<file path="src/hdl/tss_pkg.sv">
// shared types and constants for the timed step sequencer
`default_nettype none

package tss_pkg;

    localparam int MAX_STEPS    = 16;
    localparam int IDX_W        = $clog2(MAX_STEPS);
    localparam int CNT_W        = $clog2(MAX_STEPS + 1);
    localparam int LENGTH_W     = 16;
    localparam int KIND_W       = 2;
    localparam int ELAPSED_W    = 17;
    localparam int STEP_FIELD_W = 4;
    localparam int IN_DATA_W    = 24;
    localparam int OUT_DATA_W   = 8;

    localparam logic [KIND_W-1:0] KIND_TIMED   = 2'd0;
    localparam logic [KIND_W-1:0] KIND_WAITING = 2'd1;

    localparam logic CMD_TICK   = 1'b0;
    localparam logic CMD_APPEND = 1'b1;

    typedef enum logic [1:0] {
        S_IDLE,
        S_EVAL,
        S_SKIP,
        S_DONE
    } state_t;

    typedef struct packed {
        logic [3:0]          pad;
        logic                condition_met;
        logic                run_only_after_timeout;
        logic [LENGTH_W-1:0] step_length;
        logic [KIND_W-1:0]   step_kind;
    } in_word_t;

    typedef struct packed {
        logic                    table_full;
        logic                    ended_by_timeout;
        logic                    active;
        logic [STEP_FIELD_W-1:0] current_step;
        logic                    step_started;
    } out_word_t;

    typedef struct packed {
        logic [LENGTH_W-1:0] length;
        logic [KIND_W-1:0]   kind;
    } step_word_t;

    typedef struct packed {
        logic start;
        logic eval;
        logic skip;
        logic load_out;
    } ctrl_cmd_t;

    typedef struct packed {
        logic is_append;
        logic tick_eval;
        logic tick_start;
        logic eval_done;
        logic eval_more;
        logic skip_more;
        logic out_free;
    } dp_status_t;

endpackage

`default_nettype wire

</file>
<file path="src/hdl/tss_ctrl.sv">
// controller state machine of the timed step sequencer
`default_nettype none

module tss_ctrl
    import tss_pkg::*;
(
    input  wire logic       clk,
    input  wire logic       rst_n,
    input  wire logic       s_tvalid,
    output logic            s_tready,
    input  wire dp_status_t status,
    output ctrl_cmd_t       cmd
);

    state_t state_reg;
    state_t state_next;
    logic   accept;

    assign accept = s_tvalid && s_tready;

    always_comb
    begin
        state_next = state_reg;
        case (state_reg)
            S_IDLE:
            begin
                if (accept)
                begin
                    if (status.is_append)
                        state_next = S_DONE;
                    else if (status.tick_eval)
                        state_next = S_EVAL;
                    else if (status.tick_start)
                        state_next = S_SKIP;
                    else
                        state_next = S_DONE;
                end
            end
            S_EVAL:
            begin
                if (status.eval_done && status.eval_more)
                    state_next = S_SKIP;
                else
                    state_next = S_DONE;
            end
            S_SKIP:
            begin
                if (!status.skip_more)
                    state_next = S_DONE;
            end
            S_DONE:
            begin
                if (status.out_free)
                    state_next = S_IDLE;
            end
            default:
            begin
                state_next = S_IDLE;
            end
        endcase
    end

    always_comb
    begin
        s_tready     = 1'b0;
        cmd          = '0;
        case (state_reg)
            S_IDLE:
            begin
                s_tready  = 1'b1;
                cmd.start = s_tvalid;
            end
            S_EVAL:
            begin
                cmd.eval = 1'b1;
            end
            S_SKIP:
            begin
                cmd.skip = 1'b1;
            end
            S_DONE:
            begin
                cmd.load_out = status.out_free;
            end
            default:
            begin
                s_tready = 1'b0;
            end
        endcase
    end

    always_ff @(posedge clk or negedge rst_n)
    begin
        if (!rst_n)
            state_reg <= S_IDLE;
        else
            state_reg <= state_next;
    end

endmodule

`default_nettype wire

</file>
<file path="src/hdl/tss_datapath.sv">
// step table, timing and result datapath of the timed step sequencer
`default_nettype none

module tss_datapath
    import tss_pkg::*;
(
    input  wire logic                  clk,
    input  wire logic                  rst_n,
    input  wire logic [IN_DATA_W-1:0]  s_tdata,
    input  wire logic                  s_tuser,
    input  wire ctrl_cmd_t             cmd,
    output dp_status_t                 status,
    output logic                       m_tvalid,
    input  wire logic                  m_tready,
    output logic [OUT_DATA_W-1:0]      m_tdata
);

    localparam logic [CNT_W-1:0] MAX_CNT = CNT_W'(MAX_STEPS);

    in_word_t              in_word;
    step_word_t            step_mem [MAX_STEPS];
    step_word_t            rd_data_reg;
    logic [MAX_STEPS-1:0]  cond_reg;
    logic [MAX_STEPS-1:0]  marks_reg;
    logic [MAX_STEPS-1:0]  marks_next;
    logic [CNT_W-1:0]      loaded_count_reg;
    logic [CNT_W-1:0]      loaded_count_next;
    logic [CNT_W-1:0]      next_index_reg;
    logic [CNT_W-1:0]      next_index_next;
    logic [ELAPSED_W-1:0]  elapsed_reg;
    logic [ELAPSED_W-1:0]  elapsed_next;
    logic                  running_reg;
    logic                  running_next;
    logic                  started_reg;
    logic                  started_next;
    logic                  ended_reg;
    logic                  ended_next;
    logic                  full_reg;
    logic                  full_next;
    logic                  cond_met_reg;
    logic                  m_tvalid_reg;
    out_word_t             out_word_reg;
    out_word_t             out_word_next;

    logic [IDX_W-1:0]      cur_idx;
    logic [IDX_W-1:0]      walk_idx;
    logic [IDX_W-1:0]      prev_idx;
    logic [IDX_W-1:0]      load_idx;
    logic [CNT_W-1:0]      step_pos;
    logic [ELAPSED_W-1:0]  elapsed_inc;
    logic                  over;
    logic                  eval_done;
    logic                  eval_to;
    logic                  walk_in_range;
    logic                  walk_blocked;
    logic                  do_append;
    logic                  room;

    assign in_word   = in_word_t'(s_tdata);
    assign cur_idx   = IDX_W'(next_index_reg - 1'b1);
    assign walk_idx  = next_index_reg[IDX_W-1:0];
    assign prev_idx  = walk_idx - 1'b1;
    assign load_idx  = loaded_count_reg[IDX_W-1:0];
    assign room      = loaded_count_reg < MAX_CNT;
    assign do_append = cmd.start && (s_tuser == CMD_APPEND);

    // saturating tick count and end-of-step decision
    assign elapsed_inc = (elapsed_reg == '1) ? elapsed_reg : elapsed_reg + 1'b1;
    assign over = elapsed_inc > {{(ELAPSED_W-LENGTH_W){1'b0}}, rd_data_reg.length};

    always_comb
    begin
        eval_done = 1'b0;
        eval_to   = 1'b0;
        case (rd_data_reg.kind)
            KIND_TIMED:
            begin
                eval_done = over;
                eval_to   = over;
            end
            KIND_WAITING:
            begin
                eval_done = cond_met_reg;
            end
            default:
            begin
                eval_done = over || cond_met_reg;
                eval_to   = over;
            end
        endcase
    end

    // conditional steps are skipped unless their predecessor timed out or was itself skipped
    assign walk_in_range = next_index_reg < loaded_count_reg;
    assign walk_blocked  = cond_reg[walk_idx]
                           && !((walk_idx != '0) && marks_reg[prev_idx]);

    assign status.is_append  = s_tuser == CMD_APPEND;
    assign status.tick_eval  = running_reg && (next_index_reg != '0)
                               && (next_index_reg <= loaded_count_reg);
    assign status.tick_start = !running_reg && walk_in_range;
    assign status.eval_done  = eval_done;
    assign status.eval_more  = walk_in_range;
    assign status.skip_more  = walk_in_range && walk_blocked;
    assign status.out_free   = !m_tvalid_reg || m_tready;

    assign step_pos = (next_index_reg != '0) ? next_index_reg - 1'b1 : '0;

    always_comb
    begin
        marks_next        = marks_reg;
        loaded_count_next = loaded_count_reg;
        next_index_next   = next_index_reg;
        elapsed_next      = elapsed_reg;
        running_next      = running_reg;
        started_next      = started_reg;
        ended_next        = ended_reg;
        full_next         = full_reg;

        if (cmd.start)
        begin
            started_next = 1'b0;
            ended_next   = 1'b0;
            full_next    = 1'b0;
            if (do_append)
            begin
                if (room)
                begin
                    marks_next[load_idx] = 1'b0;
                    loaded_count_next    = loaded_count_reg + 1'b1;
                end
                else
                begin
                    full_next = 1'b1;
                end
            end
        end

        if (cmd.eval)
        begin
            elapsed_next = elapsed_inc;
            if (eval_done)
            begin
                marks_next[cur_idx] = eval_to;
                ended_next          = eval_to;
                if (!walk_in_range)
                    running_next = 1'b0;
            end
        end

        if (cmd.skip)
        begin
            if (walk_in_range && walk_blocked)
            begin
                marks_next[walk_idx] = 1'b1;
                next_index_next      = next_index_reg + 1'b1;
            end
            else if (walk_in_range)
            begin
                next_index_next = next_index_reg + 1'b1;
                elapsed_next    = '0;
                running_next    = 1'b1;
                started_next    = 1'b1;
            end
            else
            begin
                running_next = 1'b0;
            end
        end
    end

    always_comb
    begin
        out_word_next                  = out_word_reg;
        if (cmd.load_out)
        begin
            out_word_next.step_started     = started_reg;
            out_word_next.current_step     = STEP_FIELD_W'(step_pos);
            out_word_next.active           = running_reg;
            out_word_next.ended_by_timeout = ended_reg;
            out_word_next.table_full       = full_reg;
        end
    end

    always_ff @(posedge clk)
    begin
        if (do_append && room)
        begin
            step_mem[load_idx] <= '{length: in_word.step_length, kind: in_word.step_kind};
            cond_reg[load_idx] <= in_word.run_only_after_timeout;
        end
        if (cmd.start)
        begin
            rd_data_reg  <= step_mem[cur_idx];
            cond_met_reg <= in_word.condition_met;
        end
    end

    always_ff @(posedge clk)
    begin
        started_reg  <= started_next;
        ended_reg    <= ended_next;
        full_reg     <= full_next;
        elapsed_reg  <= elapsed_next;
        out_word_reg <= out_word_next;
    end

    always_ff @(posedge clk or negedge rst_n)
    begin
        if (!rst_n)
        begin
            marks_reg        <= '0;
            loaded_count_reg <= '0;
            next_index_reg   <= '0;
            running_reg      <= 1'b0;
            m_tvalid_reg     <= 1'b0;
        end
        else
        begin
            marks_reg        <= marks_next;
            loaded_count_reg <= loaded_count_next;
            next_index_reg   <= next_index_next;
            running_reg      <= running_next;
            if (cmd.load_out)
                m_tvalid_reg <= 1'b1;
            else if (m_tready)
                m_tvalid_reg <= 1'b0;
        end
    end

    assign m_tvalid = m_tvalid_reg;
    assign m_tdata  = out_word_reg;

    a_running_index: assert property (@(posedge clk) disable iff (!rst_n)
        running_reg |-> (next_index_reg != '0) && (next_index_reg <= loaded_count_reg))
        else $error("running with step index outside loaded steps");

    a_skip_advance: assert property (@(posedge clk) disable iff (!rst_n)
        (cmd.skip && walk_in_range) |=> next_index_reg == $past(next_index_reg) + 1'b1)
        else $error("skip walk did not advance the step index");

    a_eval_keeps_running: assert property (@(posedge clk) disable iff (!rst_n)
        (cmd.eval && !eval_done) |=> running_reg)
        else $error("unfinished step stopped running");

    a_full_no_load: assert property (@(posedge clk) disable iff (!rst_n)
        (do_append && !room) |=> loaded_count_reg == $past(loaded_count_reg))
        else $error("append into full table changed the step count");

endmodule

`default_nettype wire

</file>
<file path="src/hdl/timed_step_sequencer_core.sv">
// top level of the timed step sequencer
`default_nettype none

// Timed step sequencer. Append words (tuser 1) add a step to a table of
// MAX_STEPS entries; tick words (tuser 0) advance time by one tick and carry
// the done condition of the step in progress. Every input word yields exactly
// one result word. An append goes from acceptance straight to the result state;
// a tick first evaluates the running step, if any, and when that step has ended
// or none runs and more steps are loaded, walks the step table to start the next
// one, one entry per cycle; this skip walk sets the worst case. The next word is
// taken once the current one has been moved into the output register, even while
// that result still waits for m_tready. No clearing pass is needed after reset.
module timed_step_sequencer_core
    import tss_pkg::*;
(
    input  wire logic                  clk,
    input  wire logic                  rst_n,
    input  wire logic                  s_tvalid,
    output logic                       s_tready,
    // step_kind[1:0], step_length[17:2], run_only_after_timeout[18],
    // condition_met[19], zero[23:20]
    input  wire logic [IN_DATA_W-1:0]  s_tdata,
    // cmd[0]
    input  wire logic                  s_tuser,
    output logic                       m_tvalid,
    input  wire logic                  m_tready,
    // step_started[0], current_step[4:1], active[5], ended_by_timeout[6],
    // table_full[7]
    output logic [OUT_DATA_W-1:0]      m_tdata
);

    ctrl_cmd_t  cmd;
    dp_status_t status;

    tss_ctrl u_ctrl (
        .clk      (clk),
        .rst_n    (rst_n),
        .s_tvalid (s_tvalid),
        .s_tready (s_tready),
        .status   (status),
        .cmd      (cmd)
    );

    tss_datapath u_datapath (
        .clk      (clk),
        .rst_n    (rst_n),
        .s_tdata  (s_tdata),
        .s_tuser  (s_tuser),
        .cmd      (cmd),
        .status   (status),
        .m_tvalid (m_tvalid),
        .m_tready (m_tready),
        .m_tdata  (m_tdata)
    );

endmodule

`default_nettype wire

</file>
<file path="config.mk">
export PLATFORM = sky130hd
export DESIGN_NAME = timed_step_sequencer_core
export DESIGN_NICKNAME = d
export VERILOG_FILES = /design/src/hdl/tss_pkg.sv /design/src/hdl/tss_ctrl.sv /design/src/hdl/tss_datapath.sv /design/src/hdl/timed_step_sequencer_core.sv
export SDC_FILE = /design/constraint.sdc
export NUM_CORES = 1
export LEC_CHECK = 0
export BUFFER_PORTS_ARGS = -buffer_cell sky130_fd_sc_hd__buf_2
export CORE_ASPECT_RATIO = 0.7
export CORE_UTILIZATION = 50
export DETAILED_ROUTE_END_ITERATION = 10
export GPL_ROUTABILITY_DRIVEN = 0
export HOLD_SLACK_MARGIN = 0.03
export MAX_ROUTING_LAYER = met4
export PLACE_DENSITY = 0.69
export SKIP_CTS_REPAIR_TIMING = 1
export SYNTH_ARGS = -nofsm -noshare
export SYNTH_HDL_FRONTEND = slang
export SYNTH_SLANG_ARGS = --single-unit
</file>
<file path="constraint.sdc">
create_clock -name clk -period 6.1 [get_ports clk]
set_input_delay 0.305 -clock clk [delete_from_list [all_inputs] [get_ports clk]]
set_output_delay 0.305 -clock clk [all_outputs]
set_load 0.1 [all_outputs]
</file>
==> results_dict.tcl, run 1 <==
set metrics [dict create \
    grt_pass1_wl_mm 52.30 \
    dp_slack_ps 1686 \
    initial_core_util 0.5093 \
    critPathCaptureType "register" \
    antenna_left 0 \
    cp_max_fo 16 \
    critPathArrivalTime_ps 4990 \
    cp-start-kind "register" \
    slew_viol_final 0 \
    io_buffer_count 34 \
    ios 39 \
    fin_crit_sh 0.7504 \
    htree_levels 2 \
    final_util 0.5726 \
    grt_max_degree 69 \
    skew_ps 24.67 \
    clock_latency_ps 550 \
    synth_area_per_cell_sq_um 17.72 \
    holdPathStages 3 \
    synth.distinct_cells 55 \
    holdWs_ps 50.61 \
    hold_path.class "in -> reg" \
    dieHeight_microns 151.4 \
    synthCells 899 \
    dpl.hpwl_mm 20.11 \
    yosysSeqAreaShare 0.6967 \
    ir_drop_mv 0.2356 \
    track_usage 0.2261 \
    syn-num-nets 962 \
    status "complete, no violations" \
    antenna_found_initial 1 \
    first_pass_iters 7 \
    r2r_slack_ps 1520 \
    clk_pin_slew_ps 60 \
    synth-edff-count 332 \
    avgViaCountPerCell 6.089 \
    core_area_sq_um 31280 \
    synth_ff_type "edfxtp_1" \
    syn_to_final_growth_pct 12.43 \
    hold_path_startpoint "m_tready" \
    maxCapViolCount 0 \
    final_nets 1010 \
    cts_buffers 36 \
    grt-ovfl-total 0 \
    clock_path_buffers 3 \
    rows 54 \
    finalSetupViolations 0 \
    r2r-start "u_datapath.elapsed_reg[7]$_DFF_P_" \
    first_iter_violations 777 \
    drt-total-wl_mm 34.52 \
    wl_per_cell_microns 24.73 \
    cts_tree "done" \
    path_class "reg -> reg" \
    vias 8500 \
    hold_viol_final 0 \
    dp_cells 1327 \
    crit_required_ps 6510 \
    tightest_slew_ps 1306 \
    synth_top_area_frac 0.6257 \
    synth_area_leader_cell "edfxtp_1" \
    dieArea_sq_um 32590 \
    synth_warnings 0 \
    leakagePower_nw 6.021 \
    drive_gt1_frac 0.2369 \
    cts-root-buf "clkbuf_16" \
    ys_async_sr_fraction 0.07874 \
    grt_pass1_vias 8601 \
    setup_slack_ps 1523 \
    cts_sinks 381 \
    worstReg2RegEnd "u_datapath.marks_reg[13]$_DFF_PN0_" \
    stdcell_count 1396 \
    rsz0062_at_grt "false" \
    period_needed_ps 4577 \
    setup_tns_ps 0 \
    synth-seq-cells 381 \
    synth_area_leaders "edfxtp_1 (63%), mux4_2 (14%), dfrtp_1 (4.7%)" \
    slew_headroom 0.1238 \
    synth_area_sq_um 15930 \
    worstHoldEndpoint "u_datapath.m_tvalid$_DFFE_PN0P_" \
    drc_errors 0 \
    largest_reg_flops 288 \
    ff2ff_path_depth 13 \
    fmax_mhz 218.5 \
    p_per_area_nw_per_um2 468.7 \
    die_w_microns 215.4 \
]
## worst max-delay path by stage
| stage | from | end | slack (ps) | cells past startpoint |
|---|---|---|---|---|
| CTS | u_datapath.elapsed_reg[7]$_DFF_P_ | u_datapath.marks_reg[13]$_DFF_PN0_ | 1650 | 13 |
| floorplan | u_ctrl.state_reg[0]$_DFFE_PN0P_ | u_datapath.cond_reg[3]$_DFFE_PP_ | 2020 | 7 |
| finish | u_datapath.elapsed_reg[7]$_DFF_P_ | u_datapath.marks_reg[13]$_DFF_PN0_ | 1520 | 13 |
| global route | u_datapath.elapsed_reg[7]$_DFF_P_ | u_datapath.marks_reg[10]$_DFF_PN0_ | 1290 | 13 |
| detailed placement | u_datapath.elapsed_reg[7]$_DFF_P_ | u_datapath.marks_reg[13]$_DFF_PN0_ | 1690 | 13 |
| global placement | u_datapath.elapsed_reg[7]$_DFF_P_ | u_datapath.marks_reg[14]$_DFF_PN0_ | 1790 | 13 |
## layout make-up
| class | count | area [sq um] |
|---|---|---|
| antenna | 1 | 2.502 |
| clock buffer | 45 | 985.9 |
| clock inverter | 21 | 244.0 |
| fill | 2345 | 13370 |
| inverter | 28 | 105.1 |
| multi-input combinational | 444 | 4606 |
| sequential | 381 | 11100 |
| tap | 420 | 525.5 |
| timing repair buffer | 56 | 340.3 |
## synthesized netlist by cell type (13+ instances only)
master	count
o211ai_1	13
o221ai_1	14
nor2_1	53
xor2_1	23
xnor2_1	17
mux4_2	97
edfxtp_1	332
nand4_1	17
clkbuf_1	26
inv_1	28
dfrtp_1	30
nand2_1	46
nand3_1	29
ha_1	34
dfxtp_1	19
## through the flow
step	power [mW]	area, sq um
after global routing	8.744	17910
final	8.396	17910
after detailed placement	6.125	16660
after global placement	6.081	16660
after floorplan	5.400	15930
after CTS	8.454	17890
## cell usage in the layout (no fill, tap or decap), types with 4 or more instances in the layout
master / instances
nor3_1: 6
buf_2: 34
mux2i_1: 6
o221ai_1: 14
buf_4: 20
nand3_1: 29
dfxtp_1: 19
nor3_2: 4
nand2_1: 46
edfxtp_1: 332
bufinv_16: 5
a21oi_1: 7
and4_1: 5
and3_1: 5
nor2b_1: 8
clkinvlp_4: 4
mux4_2: 97
o21ai_0: 10
clkinv_1: 6
clkbuf_16: 37
clkbuf_1: 5
nand4_1: 17
xnor2_1: 16
nor2_1: 41
xor2_1: 23
o211ai_1: 13
dfrtp_1: 29
nand2b_1: 9
ha_1: 33
inv_1: 28
nor2_2: 12
## power breakdown
group / internal [mW] / switching, mW / leakage [nW] / total (mW)
logic: 1.27 / 1.53 / 1.98 / 2.79
registers: 3.06 / 0.210 / 3.46 / 3.27
clock network: 1.37 / 0.964 / 0.589 / 2.33
total: 5.70 / 2.70 / 6.02 / 8.40
## critical path, stage by stage (launching register included)
cell and delay (ps):
dfxtp_1 370, and4_1 300, and4_1 270, a211oi_1 420
and3_1 340, xor2_1 100, ha_1 320, nand4_1 180
or3_1 390, a211oi_1 380, or4_1 250, nand3_1 540
o221ai_1 440, o211ai_1 140
## routing by layer
layer  vias to the layer above  wire length [microns]  global-route usage
li1                       3681                      -                   -
met1                      4431                  15190              0.3191
met2                       332                  15960              0.3353
met3                        56                   2712             0.04518
met4                         0                    654             0.06879
met5                         -                      0                   -
## cells by family after synthesis
family | Yosys count | share of synthesized area
and+or+nand+nor | 194 | 0.05898
muxes | 104 | 0.1416
DFF | 381 | 0.6967
AOI/OAI and AO/OA | 71 | 0.03369
xor gates and xnor gates | 41 | 0.02301
buffers and inverters | 74 | 0.01932
adders and majority gates | 34 | 0.02670
No activity file was read; power rests on OpenSTA's default activity.
==> inputs of run 2 (changes only) <==
clock period = 4.78 ns   (was 6.1 ns; I/O delays follow)
==> run 2 against run 1 <==
Effect of this change: combinational power rose by 33%; critical path depth did not move; clock skew fell by 6.1 ps; via count fell by 0.72%; critical path type unchanged.
==> results_dict.tcl, run 2 (synthesis results as in run 1) <==
set metrics [dict create \
    status "complete, no violations" \
    largest_reg_flops 288 \
    p_per_area_nw_per_um2 587.1 \
    final_util 0.5710 \
    drive_gt1_frac 0.2365 \
    cts_sinks 381 \
    crit_required_ps 5180 \
    grt-ovfl-total 0 \
    skew_ps 18.53 \
    clock_latency_ps 540 \
    drt-total-wl_mm 33.77 \
    first_iter_violations 842 \
    cp_max_fo 16 \
    dpl.hpwl_mm 20.24 \
    slew_headroom 0.1340 \
    cp-start-kind "register" \
    antenna_left 0 \
    path_class "reg -> reg" \
    fin_area_sq_um 17860 \
    cts_buffers 36 \
    dp_slack_ps 525.8 \
    cts_tree "done" \
    first_pass_iters 5 \
    dp_cells 1337 \
    final_nets 1021 \
    io_buffer_count 34 \
    leakagePower_nw 6.013 \
    final_cell_mix "edfxtp_1 (332), mux4_2 (97), nand2_1 (46), nor2_1 (41), clkbuf_16 (37)" \
    clk_pin_slew_ps 70 \
    finalSetupViolations 0 \
    die_w_microns 215.4 \
    critPathArrivalTime_ps 4790 \
    fmax_mhz 227.6 \
    setup_slack_ps 385.9 \
    fin_crit_sh 0.9193 \
    rows 54 \
    critPathCaptureType "register" \
    holdWs_ps 72.73 \
    cts-root-buf "clkbuf_16" \
    hold_viol_final 0 \
    htree_levels 2 \
    initial_core_util 0.5093 \
    antenna_found_initial 1 \
    grt_pass1_vias 8416 \
    placed_area_sq_um 16740 \
    final_common_cell "edfxtp_1" \
    slew_viol_final 0 \
    tightest_slew_ps 1290 \
    hold_path.class "in -> reg" \
    grt_max_degree 49 \
    track_usage 0.2217 \
    syn_to_final_growth_pct 12.11 \
    core_area_sq_um 31280 \
    grt_pass1_wl_mm 51.38 \
    wl_per_cell_microns 24.09 \
    avgViaCountPerCell 6.019 \
    stdcell_count 1402 \
    clock_path_buffers 3 \
    setup_tns_ps 0 \
    power_mw 10.49 \
    maxCapViolCount 0 \
    vias 8439 \
    period_needed_ps 4394 \
    dieHeight_microns 151.4 \
    drc_errors 0 \
    ir_drop_mv 0.3708 \
    ios 39 \
    dieArea_sq_um 32590 \
    rsz0062_at_grt "false" \
]
[run 2: changes by cell type in the layout (fill, tap and decap cells not counted), sizes merged]
cell,delta
dlygate4sd3,+1
buf,+10
clkinvlp,-2
bufinv,-3
[run 2: worst paths after layout]
kind	startpoint	end	slack [ps]	depth (start not counted)
min in group asynchronous	rst_n	u_datapath.next_index_reg[0]$_DFFE_PN0P_	310	2
worst min-delay path	s_tdata[5]	u_datapath.step_mem[13][5]$_DFFE_PP_	70	1
worst max-delay path	u_datapath.elapsed_reg[8]$_DFF_P_	u_datapath.marks_reg[7]$_DFF_PN0_	390	13
max in group asynchronous	rst_n	u_datapath.next_index_reg[0]$_DFFE_PN0P_	3920	2
worst max register to register	u_datapath.elapsed_reg[8]$_DFF_P_	u_datapath.marks_reg[7]$_DFF_PN0_	390	13
worst min register to register	u_datapath.full_reg$_SDFFCE_PN0P_	u_datapath.m_tdata[7]$_DFFE_PP_	430	0
[run 2: area by class of cell]
| cell class | count | area, sq um |
|---|---|---|
| repair buffers | 67 | 425.4 |
| diodes | 1 | 2.502 |
| multi-input cells | 444 | 4606 |
| inverters | 28 | 105.1 |
| well taps | 420 | 525.5 |
| flip-flops and latches | 381 | 11100 |
| fillers | 2321 | 13420 |
| clock buffers | 45 | 955.9 |
| clock inverters | 16 | 137.6 |
[run 2: metal layers]
metal,track usage,vias up,share of wire
met4,0.04504,0,0.012
met5,-,-,0
li1,-,3697,-
met1,0.3174,4398,0.46
met2,0.3313,296,0.46
met3,0.04739,48,0.073
[run 2: report_power, final]
part | total [mW] | leakage [nW] | switching (mW) | internal, mW
Sequential | 4.05 | 3.46 | 0.140 | 3.91
Clock | 2.71 | 0.526 | 1.19 | 1.53
Combinational | 3.72 | 2.03 | 2.07 | 1.65
Total | 10.5 | 6.01 | 3.40 | 7.09
[run 2: worst max-delay path, cell delays in order, from the launching register on]
cell	delay [ps]
dfxtp_1	460
and4_1	350
and4_1	320
a21boi_1	180
and3_1	290
xor2_1	160
ha_1	320
nand4_1	130
or3_1	370
a211oi_1	380
or4_1	230
nand3_1	510
o221ai_1	400
o211ai_1	160
